**config.mk**
```make
export PLATFORM = sky130hd
export DESIGN_NAME = elevator_car_controller_top
export DESIGN_NICKNAME = d
export VERILOG_FILES = /design/src/hw/rtl/ecc_pkg.sv /design/src/hw/rtl/ecc_cfg_regs.sv /design/src/hw/rtl/ecc_car_core.sv /design/src/hw/rtl/elevator_car_controller_top.sv
export SDC_FILE = /design/constraint.sdc
export NUM_CORES = 1
export LEC_CHECK = 0
export BUFFER_PORTS_ARGS = -buffer_cell sky130_fd_sc_hd__buf_2
export CAP_MARGIN = 20
export CORE_MARGIN = 8
export CORE_UTILIZATION = 35
export DETAILED_ROUTE_END_ITERATION = 10
export SYNTH_ARGS = -nofsm -noshare
export SYNTH_HDL_FRONTEND = slang
export SYNTH_SLANG_ARGS = --single-unit
export TNS_END_PERCENT = 100
```
**constraint.sdc**
```tcl
create_clock -name clk -period 27.9 [get_ports clk]
set_input_delay 5.58 -clock clk [delete_from_list [all_inputs] [get_ports clk]]
set_output_delay 5.58 -clock clk [all_outputs]
set_load 0.005 [all_outputs]
```
**src/hw/rtl/ecc_pkg.sv**
```systemverilog
// ecc_pkg: shared types and constants for the elevator car controller
// used by ecc_cfg_regs, ecc_car_core and elevator_car_controller_top
`default_nettype none

package ecc_pkg;

    // configuration register indexes
    localparam logic [2:0] REG_FLOOR_HEIGHT  = 3'd0;
    localparam logic [2:0] REG_STEP_SIZE     = 3'd1;
    localparam logic [2:0] REG_PERSON_WEIGHT = 3'd2;
    localparam logic [2:0] REG_MAX_LOAD      = 3'd3;
    localparam logic [2:0] REG_WAIT_TICKS    = 3'd4;

    // configuration reset values
    localparam logic [9:0]  FLOOR_HEIGHT_RST  = 10'd100;
    localparam logic [7:0]  STEP_SIZE_RST     = 8'd4;
    localparam logic [7:0]  PERSON_WEIGHT_RST = 8'd70;
    localparam logic [11:0] MAX_LOAD_RST      = 12'd600;
    localparam logic [15:0] WAIT_TICKS_RST    = 16'd250;

    // item kinds
    localparam logic FUNC_CALL = 1'b0;
    localparam logic FUNC_TICK = 1'b1;

    localparam logic [7:0] PASSENGER_MAX = 8'hFF;

    typedef struct packed {
        logic [9:0]  floor_height;
        logic [7:0]  step_size;
        logic [7:0]  person_weight;
        logic [11:0] max_load;
        logic [15:0] wait_ticks;
    } cfg_t;

    typedef struct packed {
        logic       func;
        logic [2:0] floor;
        logic [3:0] board_count;
        logic [3:0] alight_count;
    } item_t;

    typedef struct packed {
        logic [2:0]  current_floor;
        logic        moving;
        logic        going_up;
        logic [15:0] position;
        logic [7:0]  passengers;
        logic [15:0] load_mass;
        logic        overload;
        logic        arrived;
        logic        dwelling;
    } res_t;

endpackage

`default_nettype wire

```
**src/hw/rtl/ecc_cfg_regs.sv**
```systemverilog
// ecc_cfg_regs: configuration register file written over the cfg channel
// depends on ecc_pkg
`default_nettype none

module ecc_cfg_regs (
    input  wire logic         clk,
    input  wire logic         rst_n,
    input  wire logic         wr_en,
    input  wire logic [2:0]   wr_index,
    input  wire logic [15:0]  wr_data,
    output ecc_pkg::cfg_t     cfg
);
    import ecc_pkg::*;

    cfg_t cfg_reg;
    cfg_t cfg_next;

    // register write decode, unknown indexes are dropped
    always_comb
    begin
        cfg_next = cfg_reg;
        if (wr_en)
        begin
            case (wr_index)
                REG_FLOOR_HEIGHT:  cfg_next.floor_height  = wr_data[9:0];
                REG_STEP_SIZE:     cfg_next.step_size     = wr_data[7:0];
                REG_PERSON_WEIGHT: cfg_next.person_weight = wr_data[7:0];
                REG_MAX_LOAD:      cfg_next.max_load      = wr_data[11:0];
                REG_WAIT_TICKS:    cfg_next.wait_ticks    = wr_data;
                default:           cfg_next = cfg_reg;
            endcase
        end
    end

    always_ff @(posedge clk or negedge rst_n)
    begin
        if (!rst_n)
        begin
            cfg_reg.floor_height  <= FLOOR_HEIGHT_RST;
            cfg_reg.step_size     <= STEP_SIZE_RST;
            cfg_reg.person_weight <= PERSON_WEIGHT_RST;
            cfg_reg.max_load      <= MAX_LOAD_RST;
            cfg_reg.wait_ticks    <= WAIT_TICKS_RST;
        end
        else
        begin
            cfg_reg <= cfg_next;
        end
    end

    assign cfg = cfg_reg;

endmodule

`default_nettype wire

```
**src/hw/rtl/ecc_car_core.sv**
```systemverilog
// ecc_car_core: car state registers and the single-pass update for one item
// depends on ecc_pkg
`default_nettype none

module ecc_car_core #(
    parameter int FLOOR_COUNT = 6
) (
    input  wire logic           clk,
    input  wire logic           rst_n,
    input  wire logic           step_en,
    input  wire ecc_pkg::item_t item,
    input  wire ecc_pkg::cfg_t  cfg,
    output ecc_pkg::res_t       res
);
    import ecc_pkg::*;

    localparam logic [3:0] FLOOR_LIM = 4'(FLOOR_COUNT);

    logic        moving_reg,  moving_next;
    logic        up_reg,      up_next;
    logic [2:0]  floor_reg,   floor_next;
    logic [2:0]  target_reg,  target_next;
    logic [15:0] height_reg,  height_next;
    logic [7:0]  aboard_reg,  aboard_next;
    logic        dwell_reg,   dwell_next;
    logic [15:0] wait_reg,    wait_next;
    logic        run_reg,     run_next;
    logic        ret_reg,     ret_next;

    logic [12:0] tgt_height;
    logic [16:0] up_sum;
    logic [16:0] down_lim;
    logic [7:0]  leave;
    logic [7:0]  aboard_left;
    logic [8:0]  board_sum;
    logic [16:0] load_new;
    logic        load_ok;
    logic [7:0]  aboard_arr;
    logic [15:0] mass_now;
    logic [15:0] mass_keep;
    logic [15:0] mass_sat;
    logic [15:0] mass_arr;
    logic [15:0] mass_out;
    logic        arr;
    logic        ovl;
    logic        call_ok;

    // target height and motion compares
    assign tgt_height = {10'd0, target_reg} * {3'd0, cfg.floor_height};
    assign up_sum     = {1'b0, height_reg} + {9'd0, cfg.step_size};
    assign down_lim   = {4'd0, tgt_height} + {9'd0, cfg.step_size};

    // arrival: alighting capped at the count aboard, then the load check
    assign leave       = ({4'd0, item.alight_count} < aboard_reg) ?
                         {4'd0, item.alight_count} : aboard_reg;
    assign aboard_left = aboard_reg - leave;
    assign board_sum   = {1'b0, aboard_left} + {5'd0, item.board_count};
    assign load_new    = {8'd0, board_sum} * {9'd0, cfg.person_weight};
    assign load_ok     = load_new <= {5'd0, cfg.max_load};

    // mass candidates side by side so no product feeds another
    assign mass_now  = {8'd0, aboard_reg} * {8'd0, cfg.person_weight};
    assign mass_keep = {8'd0, aboard_left} * {8'd0, cfg.person_weight};
    assign mass_sat  = {cfg.person_weight, 8'd0} - {8'd0, cfg.person_weight};

    always_comb
    begin
        if (!load_ok)
        begin
            aboard_arr = aboard_left;
            mass_arr   = mass_keep;
        end
        else if (board_sum[8])
        begin
            aboard_arr = PASSENGER_MAX;
            mass_arr   = mass_sat;
        end
        else
        begin
            aboard_arr = board_sum[7:0];
            mass_arr   = load_new[15:0];
        end
    end

    assign call_ok = !moving_reg && (item.floor != floor_reg) &&
                     ({1'b0, item.floor} < FLOOR_LIM);

    // next state for the item in hand
    always_comb
    begin
        moving_next = moving_reg;
        up_next     = up_reg;
        floor_next  = floor_reg;
        target_next = target_reg;
        height_next = height_reg;
        aboard_next = aboard_reg;
        dwell_next  = dwell_reg;
        wait_next   = wait_reg;
        run_next    = run_reg;
        ret_next    = ret_reg;
        arr         = 1'b0;
        ovl         = 1'b0;
        mass_out    = mass_now;

        if (item.func == FUNC_CALL)
        begin
            if (call_ok)
            begin
                target_next = item.floor;
                up_next     = item.floor > floor_reg;
                moving_next = 1'b1;
            end
        end
        else
        begin
            // one motion period
            if (moving_reg)
            begin
                if (up_reg)
                begin
                    if (up_sum >= {4'd0, tgt_height})
                    begin
                        height_next = {3'd0, tgt_height};
                        arr         = 1'b1;
                    end
                    else
                    begin
                        height_next = up_sum[15:0];
                    end
                end
                else
                begin
                    if ({1'b0, height_reg} <= down_lim)
                    begin
                        height_next = {3'd0, tgt_height};
                        arr         = 1'b1;
                    end
                    else
                    begin
                        height_next = height_reg - {8'd0, cfg.step_size};
                    end
                end
            end

            if (arr)
            begin
                ovl         = !load_ok;
                aboard_next = aboard_arr;
                mass_out    = mass_arr;
                floor_next  = target_reg;
                moving_next = 1'b0;
                if ((aboard_arr == 8'd0) && (target_reg != 3'd0))
                begin
                    dwell_next = 1'b0;
                    ret_next   = 1'b1;
                end
                else
                begin
                    dwell_next = 1'b1;
                    ret_next   = 1'b0;
                end
                wait_next = cfg.wait_ticks;
                run_next  = 1'b1;
            end
            else if (run_reg)
            begin
                // wait timer countdown and expiry
                if (wait_reg <= 16'd1)
                begin
                    wait_next = 16'd0;
                    run_next  = 1'b0;
                    if (ret_reg)
                    begin
                        if ((aboard_reg == 8'd0) && !moving_reg && !dwell_reg &&
                            (floor_reg != 3'd0))
                        begin
                            target_next = 3'd0;
                            up_next     = 1'b0;
                            moving_next = 1'b1;
                        end
                    end
                    else
                    begin
                        dwell_next = 1'b0;
                    end
                end
                else
                begin
                    wait_next = wait_reg - 16'd1;
                end
            end
        end
    end

    always_ff @(posedge clk or negedge rst_n)
    begin
        if (!rst_n)
        begin
            moving_reg <= 1'b0;
            up_reg     <= 1'b1;
            floor_reg  <= 3'd0;
            target_reg <= 3'd0;
            height_reg <= 16'd0;
            aboard_reg <= 8'd0;
            dwell_reg  <= 1'b0;
            wait_reg   <= 16'd0;
            run_reg    <= 1'b0;
            ret_reg    <= 1'b0;
        end
        else if (step_en)
        begin
            moving_reg <= moving_next;
            up_reg     <= up_next;
            floor_reg  <= floor_next;
            target_reg <= target_next;
            height_reg <= height_next;
            aboard_reg <= aboard_next;
            dwell_reg  <= dwell_next;
            wait_reg   <= wait_next;
            run_reg    <= run_next;
            ret_reg    <= ret_next;
        end
    end

    // result of this item
    always_comb
    begin
        res.current_floor = floor_next;
        res.moving        = moving_next;
        res.going_up      = up_next;
        res.position      = height_next;
        res.passengers    = aboard_next;
        res.load_mass     = mass_out;
        res.overload      = ovl;
        res.arrived       = arr;
        res.dwelling      = dwell_next;
    end

endmodule

`default_nettype wire

```
**src/hw/rtl/elevator_car_controller_top.sv**
```systemverilog
// elevator_car_controller_top: input register, car core and result register
// depends on ecc_pkg, ecc_cfg_regs and ecc_car_core
//
// Usage
//   in channel: one beat is a floor call (func 0) or a time tick (func 1)
//   with floor, board_count and alight_count; out channel: one result beat
//   per input beat, in order, carrying the car state after that item. cfg
//   channel: cfg_index picks one of five registers (floor height, step size,
//   person weight, max load, wait ticks), cfg_data is the value; cfg_ready is
//   always high; writes must be made only while the block idles; not enforced.
// Timing
//   a beat is held in the input register, is processed by the core in one
//   pass and lands in the result register, where out_valid rises; a stall on
//   out_ready can hold it in either register. One beat per cycle is sustained
//   while out_ready stays high; the core updates the car state in one pass.
// Reset
//   rst_n clears both pipeline valid flags, the car state (floor 0, idle,
//   empty, direction up, timer stopped) and loads the register defaults.
// Stall
//   while out_ready is low the result holds; the input register still takes
//   one more beat, then in_ready drops until the result is taken.
`default_nettype none

module elevator_car_controller_top #(
    parameter int FLOOR_COUNT = 6
) (
    input  wire logic         clk,
    input  wire logic         rst_n,
    // configuration
    input  wire logic         cfg_valid,
    output logic              cfg_ready,
    input  wire logic [2:0]   cfg_index,
    input  wire logic [15:0]  cfg_data,
    // items
    input  wire logic         in_valid,
    output logic              in_ready,
    input  wire logic         func,
    input  wire logic [2:0]   floor,
    input  wire logic [3:0]   board_count,
    input  wire logic [3:0]   alight_count,
    // results
    output logic              out_valid,
    input  wire logic         out_ready,
    output logic [2:0]        current_floor,
    output logic              moving,
    output logic              going_up,
    output logic [15:0]       position,
    output logic [7:0]        passengers,
    output logic [15:0]       load_mass,
    output logic              overload,
    output logic              arrived,
    output logic              dwelling
);
    import ecc_pkg::*;

    cfg_t  cfg;
    item_t in_reg;
    item_t in_next;
    logic  in_vld_reg;
    logic  in_vld_next;
    res_t  res;
    res_t  out_reg;
    res_t  out_next;
    logic  out_vld_reg;
    logic  out_vld_next;
    logic  in_take;
    logic  advance;

    assign cfg_ready = 1'b1;

    ecc_cfg_regs u_cfg (
        .clk      (clk),
        .rst_n    (rst_n),
        .wr_en    (cfg_valid),
        .wr_index (cfg_index),
        .wr_data  (cfg_data),
        .cfg      (cfg)
    );

    // handshake: the input register moves on whenever the result slot frees
    assign advance  = in_vld_reg && (!out_vld_reg || out_ready);
    assign in_ready = !in_vld_reg || advance;
    assign in_take  = in_valid && in_ready;

    always_comb
    begin
        in_next = in_reg;
        if (in_take)
        begin
            in_next.func         = func;
            in_next.floor        = floor;
            in_next.board_count  = board_count;
            in_next.alight_count = alight_count;
        end
    end

    assign in_vld_next  = in_take ? 1'b1 : (advance ? 1'b0 : in_vld_reg);
    assign out_vld_next = advance ? 1'b1 : (out_ready ? 1'b0 : out_vld_reg);
    assign out_next     = advance ? res : out_reg;

    ecc_car_core #(
        .FLOOR_COUNT (FLOOR_COUNT)
    ) u_core (
        .clk     (clk),
        .rst_n   (rst_n),
        .step_en (advance),
        .item    (in_reg),
        .cfg     (cfg),
        .res     (res)
    );

    // pipeline valid flags
    always_ff @(posedge clk or negedge rst_n)
    begin
        if (!rst_n)
        begin
            in_vld_reg  <= 1'b0;
            out_vld_reg <= 1'b0;
        end
        else
        begin
            in_vld_reg  <= in_vld_next;
            out_vld_reg <= out_vld_next;
        end
    end

    // payload registers
    always_ff @(posedge clk)
    begin
        in_reg  <= in_next;
        out_reg <= out_next;
    end

    assign out_valid     = out_vld_reg;
    assign current_floor = out_reg.current_floor;
    assign moving        = out_reg.moving;
    assign going_up      = out_reg.going_up;
    assign position      = out_reg.position;
    assign passengers    = out_reg.passengers;
    assign load_mass     = out_reg.load_mass;
    assign overload      = out_reg.overload;
    assign arrived       = out_reg.arrived;
    assign dwelling      = out_reg.dwelling;

`ifndef SYNTH
    // a completed trip leaves the car standing
    a_arrive_stops: assert property (@(posedge clk) disable iff (!rst_n)
        out_vld_reg && out_reg.arrived |-> !out_reg.moving)
        else $error("arrival reported while still moving");

    // refused boarding only happens on an arrival
    a_ovl_on_arrive: assert property (@(posedge clk) disable iff (!rst_n)
        out_vld_reg && out_reg.overload |-> out_reg.arrived)
        else $error("overload without arrival");

    // a held beat in the input register is never dropped
    a_in_hold: assert property (@(posedge clk) disable iff (!rst_n)
        in_vld_reg && !advance |=> in_vld_reg)
        else $error("input beat lost while stalled");

    // a result beat appears in the cycle after the core advances
    a_out_follows: assert property (@(posedge clk) disable iff (!rst_n)
        advance |=> out_vld_reg)
        else $error("processed beat did not reach the result register");
`endif

endmodule

`default_nettype wire

```
==> Word-level counts from Yosys, hierarchy flattened <==
Cells that the tools add are included.
{ "word_totals": {"register_bits": 167, "word_cells": 151} }
{ "op_classes": {"add_sub_neg": 7, "multipliers": 4, "n_lt_le_gt_ge": 7, "eq_ne": 10, "mux": 59, "reduce_logical": 34} }
{ "ops": {"columns": ["op", "n"], "rows": [
  ["$mux W16", 12],
  ["$mux W8", 5],
  ["$mux W1", 33],
  ["$mul A8 B8 Y16", 2],
  ["$sub A16 B8 Y16", 2],
  ["$mux W3", 9],
  ["$add A16 B8 Y17", 1],
  ["$ge A17 B13 Y1", 1],
  ["$le A16 B17 Y1", 1],
  ["$le A17 B12 Y1", 1],
  ["$mul A9 B8 Y17", 1],
  ["$le A16 B1 Y1 const B", 1],
  ["$logic_not A8 Y1", 2],
  ["$sub A16 B1 Y16 const B", 1],
  ["$add A13 B8 Y14", 1],
  ["$reduce_and A2 Y1", 7],
  ["$mul A3 B10 Y13", 1],
  ["$add A8 B4 Y9", 1],
  ["$logic_and A1 B1 Y1", 8],
  ["$lt A4 B8 Y1", 1],
  ["$ne A2 B1 Y1 const B", 4],
  ["$reduce_bool A2 Y1", 4],
  ["$sub A8 B8 Y8", 1],
  ["$reduce_and A7 Y1", 1],
  ["other kinds (12)", 20]
]} }

==> Longest topological paths before layout <==
Gate-level depths: netlist (run 1).
{ "logic_depth": {"word_depth": 12, "depth_mapped": 44} }

==> Modules after synthesis <==
A second synthesis (run 1) with hierarchy kept.
{ "unflattened": {"hier_cells": 2000, "area_unflattened_um2": 18247.5} }
{ "modules_own_cells": {"columns": ["module", "instances", "cells_each", "area_each_um2", "seq_area_each_um2"], "rows": [
  ["ecc_car_core", 1, 1811, 14206.1, 1277.5],
  ["ecc_cfg_regs", 1, 119, 2124.5, 1372.6],
  ["elevator_car_controller_top", 1, 70, 1916.8, 1851.8]
]} }

==> Least setup slack after synthesis (run 1) <==
No wires, ideal clock.
{ "synth_path": {"kind": "in2out", "startpoint": "input port out_ready", "endpoint": "output port in_ready", "arrival_ns": 5.754, "path_slack_ns": 16.566, "path_stages": 1, "n_path_buf": 0, "cell_sequence": "nand3b_1"} }
{ "synth_via": {"elab_chain_cells": 3} }
{ "synth_lines": {"columns": ["element", "line_no", "text"], "rows": [
  ["start: declaration", "elevator_car_controller_top.sv:43", "input wire logic out_ready,"],
  ["$logic_or A1 B1 Y1", "elevator_car_controller_top.sv:81", "assign advance = in_vld_reg && (!out_vld_reg || out_ready);"],
  ["$logic_and A1 B1 Y1", "elevator_car_controller_top.sv:81", null],
  ["$logic_or A1 B1 Y1", "elevator_car_controller_top.sv:82", "assign in_ready = !in_vld_reg || advance;"],
  ["end: declaration", "elevator_car_controller_top.sv:36", "output logic in_ready,"]
]} }
No other way between the ends.

==> Worst setup path after layout (run 1) <==
Ends and elaborated chain as after synthesis.

==> results of run 1 <==
kinds of logic (layout without fill, tap and decap cells):
family          Yosys count  in the layout  synth area share
other cells               1              2          0.000207
mux                      86             86            0.0520
flops                   167            167             0.249
xor+xnor                 80             80            0.0387
simple gates            644            644             0.178
fa+ha+maj               329            329             0.280
compound gates          356            356             0.129
buf+inv                 339            384            0.0731
cell usage in the layout (no fill, tap or decap), types with 14 or more instances in the layout:
master and instances:
sky130_fd_sc_hd__nand3_1 33, sky130_fd_sc_hd__dfrtp_1 89, sky130_fd_sc_hd__inv_1 243, sky130_fd_sc_hd__o21ai_0 57
sky130_fd_sc_hd__o21ai_1 52, sky130_fd_sc_hd__clkbuf_16 20, sky130_fd_sc_hd__xor2_1 23, sky130_fd_sc_hd__mux2i_1 21
sky130_fd_sc_hd__nor3_1 41, sky130_fd_sc_hd__nor2b_1 32, sky130_fd_sc_hd__buf_4 20, sky130_fd_sc_hd__ha_1 201
sky130_fd_sc_hd__and2_1 99, sky130_fd_sc_hd__nor2_1 113, sky130_fd_sc_hd__dfstp_2 18, sky130_fd_sc_hd__a21o_1 17
sky130_fd_sc_hd__buf_2 84, sky130_fd_sc_hd__o21a_1 14, sky130_fd_sc_hd__nor4_1 18, sky130_fd_sc_hd__edfxtp_1 60
sky130_fd_sc_hd__mux2_2 63, sky130_fd_sc_hd__nand2_1 215, sky130_fd_sc_hd__nand2b_1 26, sky130_fd_sc_hd__xnor2_1 56
sky130_fd_sc_hd__a21oi_1 69, sky130_fd_sc_hd__fa_1 128, sky130_fd_sc_hd__o211ai_1 16, sky130_fd_sc_hd__a211oi_1 14
worst max-delay path: stages:
cell	delay (ps)
sky130_fd_sc_hd__buf_2	100
sky130_fd_sc_hd__nand3b_1	170
sky130_fd_sc_hd__buf_2	150
metal layers:
layer / share of wire / wire (microns) / GRT usage / vias to the layer above
li1: - / - / - / 6883
met2: 0.45 / 22400 / 0.270 / 409
met1: 0.47 / 23600 / 0.235 / 7142
met5: 0 / 0 / 0 / -
met3: 0.056 / 2800 / 0.0362 / 70
met4: 0.018 / 896 / 0.0506 / 0
worst min-delay path by stage:
stage / start / end / slack [ps] / depth (start not counted)
floorplan: u_core.wait_reg[12] / u_core.wait_reg[12] / 450 / 1
global placement: u_core.wait_reg[12] / u_core.wait_reg[12] / 470 / 1
detailed placement: u_core.wait_reg[12] / u_core.wait_reg[12] / 470 / 1
CTS: u_core.wait_reg[12] / u_core.wait_reg[12] / 490 / 1
global route: u_core.wait_reg[12] / u_core.wait_reg[12] / 500 / 1
finish: u_core.wait_reg[12] / u_core.wait_reg[12] / 490 / 1
final cells by class:
cell class / instances / area [sq um]
flip-flops and latches: 167 / 4500
clock inverters: 8 / 81.3
clock buffers: 24 / 527
well taps: 680 / 851
diodes: 1 / 2.50
fillers: 5121 / 31400
repair buffers: 104 / 571
inverters: 248 / 931
multi-input cells: 1496 / 12300
per-stage QoR:
step	instances	cell area [sq um]	hold WS (ps)	setup slack [ps]
after floorplan	2002	18100	449	16570
after global placement	2695	19200	471	16320
after detailed placement	2695	19200	470	16310
after CTS	2727	19800	488	16310
after global routing	2727	19800	496	15660
final	2728	19800	490	16320
==> results.txt, run 1 <==
- Number of hold-slack violations in the final timing report: 0
- After clock tree synthesis, the repair step resized 0 gates.
* Count of flip-flops with a built-in enable after synthesis: 60
- Total setup buffers inserted after CTS: 0
- In this run the worst path has a maximum fanout of 3.
- The biggest area contributor in the post-synthesis netlist is sky130_fd_sc_hd__fa_1.
* Worst EP arrival: about 6000 ps
- In the routed design, unresolved DRC markers number 0.
- Synthesized area per cell: between 9 and 10 sq um
* Num ports: 87
- In the finished design, the share of the clock period the worst path needs comes to 0.415.
- After detailed routing, the number of vias per cell comes to about 5.3.
- Entering global routing, the biggest net connects 66 pins.
- Buffers added on ports: 85
* Number of hold buffers added after CTS: 0
* Master cell of the clock root buffer: sky130_fd_sc_hd__clkbuf_16
- For this run, asynchronously set or reset flops after synthesis account for 0.641.
- The first detailed-routing pass ran for 5 iterations.
- At the pin with the least slew margin, the transition time is 1070 ps.
- In the global route stage, overall resource usage came out at 0.172.
- Top_reg_cell synth: sky130_fd_sc_hd__dfrtp_1
* Peak clock frequency supported by timing: between 0.08 and 0.09 GHz
- The clock period could shrink to 11580 ps.
- CTS Buffer Depth: 2
- Worst reg2reg path endpoint: load_mass[0]
- Clock sink total: between 150 and 200
- Synthesized netlist cell count: 2002
- Yosys mapped the design onto 97 distinct sky130hd cell types.
* Worst clock skew: between 10 and 15 ps
- Critical path type: primary input to output port
- Unrepaired setup endpoints after global routing: no
- The clock reaches the later pin of the worst-skew pair after around 490 ps.
- CTS tree: built
* Count of standard-cell rows: just over 80
* Initial cell density of the core: 0.354
* Die area: slightly below 60000 sq um
- Endpoint kind of the worst setup timing path: output port
* Cell with the most instances after synthesis: sky130_fd_sc_hd__inv_1
* Cell area after synthesis: approximately 18000 sq um
- Synth-to-Final Area Change: 9.21%
- Final Max Slew Viols: 0
- After floorplanning, the core was sized to cover approximately 50000 sq um.
- Clock Pin Slew Worst Setup and Hold Paths: 60 ps
* Setup tns final: 0 ps
- Result of the run: complete, no violations
- In this run the horizontal extent of the chip is around 240 microns.
- In this run, the number of DRC markers left after iteration 0 of detailed routing was slightly above 1000.
* Detail Route Antenna Nets: 0
* RR Startpoint: u_core.aboard_reg[1]
* Routed wire per std cell: 18.2 microns
- The H-tree generated during clock tree synthesis spans 4 levels.
- Count of state elements after synthesis: 167
* Utilization of the core after routing: 0.386
* Number of antenna violations at the first check in global routing: 2
- Headroom to the max-slew limit came out at 0.285.
- In this run the worst setup path begins at out_ready.
* Number of nets in the final layout: 2399
* Share of cells above drive strength 1: 0.120
- WP data required: 22320 ps
- During synthesis, Yosys emitted a total of 0 warnings.
- Total length of routed wires: approximately 50000 microns
- Remaining global-route overflow: 0
- First-pass GRT wire length: 81600 microns
- Floorplan die height: 243 microns
* Top cells by area, synth: sky130_fd_sc_hd__fa_1 14%, sky130_fd_sc_hd__ha_1 14%, sky130_fd_sc_hd__dfrtp_1 12%
- The congestion estimate from routability-driven global placement came to about 0.9.
- Tightest Hold Check Type: flip-flop to flip-flop
- The share of synthesized area in the top cell type comes to 0.142.
* Final setup fails: 0
- CP startpoint kind: primary input
- Leading post-synthesis cells by instance count: 243 x sky130_fd_sc_hd__inv_1, 215 x sky130_fd_sc_hd__nand2_1, 201 x sky130_fd_sc_hd__ha_1, 128 x sky130_fd_sc_hd__fa_1, 113 x sky130_fd_sc_hd__nor2_1
* Reg-to-reg setup timing slack: around 17000 ps
- Max-cap violations in this run came to 0.
- The final route contains around 15000 vias.
- Synthesis produced a netlist with a net count of 2367.
- The register with the most flip-flops in the layout has 54 of them.
- After legalization and detailed placement, the total HPWL measured between 30000 and 40000 microns.
* Post-synthesis sequential area ratio: 0.249
* Capturing element of the worst setup path: in_ready
- The via count of the first global-routing pass is between 10000 and 15000.
* Number of buffers added by the clock tree synthesis step: 17
* Length in cells of the worst reg-to-reg path: 41
Power of run 1 is not shown: default switching activity piles up to over one toggle a cycle in this logic, so the estimate is an artifact.
==> run 2: changes to the inputs <==
- clock period: 27.9 -> 9.85 ns (I/O delays scaled with it)
==> run 2 against run 1 <==
Compared with the run above: utilization is 0.96 points higher; critical path type is now flip-flop to flip-flop; count of clock-buffer cells in the layout fell by 3; routed wire length grew 3.8%; non-clock buffer count increased by 41; critical path depth increased by 38; sequential share of layout area fell by 0.55 points; worst hold slack improved by 7.5 ps; register-to-register slack got worse by 16000 ps; largest cell class unchanged; sequential cell count stayed put.
==> results.txt, run 2 (synthesized netlist as in run 1, its figures left out) <==
* DR DRC count: 0 (unchanged)
- The slew of the pin with the lowest slew margin was 1010 ps (-59.2 ps).
- Final critical-path required period: between 9000 and 10000 ps
- Post-Place Cell Area: 19400 sq um (+1.0%)
- The count of vias placed by the detailed router is 14800 (+1.9%).
* Synth-to-Final Area Change: 11.9%
- The port buffer count came to 85 (unchanged).
- The peak fanout along the critical path came to 19 (+16).
- The core region area was 51200 sq um (unchanged).
- Final clock period utilization by the worst path: 0.961
- The pin count of the biggest net entering global routing is 74 (+12%).
* Length in cells of the worst reg-to-reg path: 41 (unchanged)
* Commonest cells after routing, fill and taps aside: 243 x sky130_fd_sc_hd__inv_1, 215 x sky130_fd_sc_hd__nand2_1, 198 x sky130_fd_sc_hd__ha_1
- Hold depth: 1 (unchanged)
- Final standard cell area without fillers: 20300 sq um (+2.5%)
- Library cell appearing most often on the critical path: sky130_fd_sc_hd__fa_1
- Detail Route Antenna Nets: 0 (unchanged)
* Final setup fails: 0 (unchanged)
* CP startpoint kind: flip-flop
* Min-Delay Endpoint: u_core.target_reg[0]
- The deepest clock path buffer count was 2 (unchanged).
- Htree depth: 4 (unchanged)
* Count of standard-cell rows: 83 (unchanged)
- Commonest non-fill, non-tap cell in the layout: sky130_fd_sc_hd__inv_1
- Number of hold-slack violations in the final timing report: 0 (unchanged)
- The flow ran to the end, and the final reports show no timing, DRC or antenna violations.
- The floorplan die area came to 59300 sq um (unchanged).
- The endpoint identified for the worst register-to-register timing path is load_mass[12].
* Worst clock skew: 10.0 ps (-3.60 ps)
- Hold path startpoint: in_reg[8]
- The chip width came to 243 microns (unchanged).
- The post-layout worst setup margin is 383 ps (-15930 ps).
- Number of antenna violations at the first check in global routing: 2 (unchanged)
- Clock Pin Slew Worst Setup and Hold Paths: 70 ps (about the same)
* Num ports: 87 (unchanged)
* Total length of routed wires: 51500 microns (+3.8%)
- The number of filler instances in the final layout came to 5085 (-0.70%).
* Maximum capacitance violations: 0 (unchanged)
- Master cell of the clock root buffer: sky130_fd_sc_hd__clkbuf_16
- Routed wire per std cell: 18.6 microns (+2.3%)
* Number of nets in the final layout: 2440 (+1.7%)
- Reg-to-reg setup timing slack: 380 ps (-16190 ps)
- First-pass GRT wire length: 82700 microns (+1.4%)
- Broken down by cell family, the worst path's largest delay share belongs to adder cells.
- TritonCTS built the clock tree.
- The startpoint identified for the worst register-to-register timing path is in_reg[1].
- The die boundary height came to 243 microns (unchanged).
- The setup path with the least slack is of type flip-flop to flip-flop.
* Worst EP arrival: 9790 ps (+3790 ps)
* Max reg flops: 54 (unchanged)
- Initial cell density of the core: 0.354 (unchanged)
- The post-placement setup slack came to -3.32 ps (-16310 ps).
* Vias in the first global route: 14900 (+0.75%)
- Static timing analysis puts the maximum clock frequency at about 0.11 GHz.
- The number of detailed-routing iterations run before antenna repair was 5 (unchanged).
- Remaining global-route overflow: 0 (unchanged)
- Endpoint kind of the worst setup timing path: flip-flop
- Critical-path top delay cell: sky130_fd_sc_hd__fa_2
- Latest clock arrival within the worst-skew pair: 490 ps (about the same)
* WP data required: 10180 ps (-12140 ps)
- Total GRT Usage: 0.174 (+0.00242)
- The routability congestion estimate was 0.884 (about the same).
- The number of clock sinks is 167 (unchanged).
- Critical path buffer and inverter count: 6 (+4)
- The HPWL after detailed placement came to 39300 microns (+3.1%).
- Violation count after the first detailed-route iteration: 988 (-4.5%)
* Final Max Slew Viols: 0 (unchanged)
* Setup tns final: 0 ps (unchanged)
- The path class of the tightest hold or removal check is flip-flop to flip-flop.
* Vias per Instance: 5.34 (+0.42%)
* Number of buffers added by the clock tree synthesis step: 17 (unchanged)
* Worst slew slack as a fraction of its limit: 0.320 (+0.0349)
* Share of cells above drive strength 1: 0.148 (+0.0283)
- The highest cell delay on the worst timing path was 580 ps (+410 ps).
==> run 2: cell count changes in the layout (fill, tap and decap cells not counted), moves of 3 or more <==
cell | previous run | this run
sky130_fd_sc_hd__o21ai_2 | 2 | 5
sky130_fd_sc_hd__o21ai_1 | 52 | 49
sky130_fd_sc_hd__buf_4 | 20 | 56
sky130_fd_sc_hd__ha_1 | 201 | 198
==> run 2: stage by stage <==
step                      hold WS (ps)  std cells  utilization
after global routing               525       2768        0.396
after floorplan                    449       2002            -
after detailed placement           485       2721        0.378
final                              498       2769        0.396
after global placement             473       2721        0.378
after CTS                          501       2753        0.390
==> run 2: worst max-delay path by stage <==
stage                               from       endpoint  depth (start not counted)
finish                         in_reg[1]  load_mass[12]                         41
global placement               in_reg[1]  passengers[5]                         41
global route                   in_reg[1]   load_mass[7]                         41
detailed placement             in_reg[1]   load_mass[0]                         41
floorplan           u_core.aboard_reg[1]  passengers[1]                         41
CTS                            in_reg[1]   load_mass[0]                         40
==> run 2: area by class of cell <==
class	count	area, sq um	area share
timing repair buffer	145	947	0.0467
clock buffer	21	475	0.0235
multi-input combinational	1496	12400	0.614
antenna	1	2.50	0.000123
inverter	248	931	0.0459
sequential	167	4500	0.222
tap	680	851	0.0420
clock inverter	11	111	0.00550
==> run 2: worst register-to-register path: cells and delay by family (launching register included) <==
| kind | cells | cell delay [ps] |
|---|---|---|
| adders and majority gates | 10 | 4060 |
| AOI/OAI and AO/OA | 11 | 1740 |
| and+or+nand+nor | 10 | 1480 |
| buffers and inverters | 6 | 870 |
| muxes | 2 | 440 |
| DFF | 1 | 400 |
| xor gates and xnor gates | 2 | 320 |
==> run 2: routing by layer <==
metal  share of wire  wire length, microns  up-vias  GRT usage
li1                -                     -     6949          -
met1            0.47                 24500     7302      0.245
met2            0.44                 22500      451      0.261
met3           0.061                  3150       82     0.0359
met4           0.027                  1370        0     0.0628
met5               0                     0        -          0
==> run 2: what timing repair did <==
item / 4_1_cts / 5_1_grt
setup buffers: 0 / 11
cloned: 0 / 3
gates resized for setup: 1 / 26
endpoints found under the setup margin: 2 / 36
pin swaps: 0 / 17
hold buffers: 0 / 0
Power of run 2 is left out for the same reason.
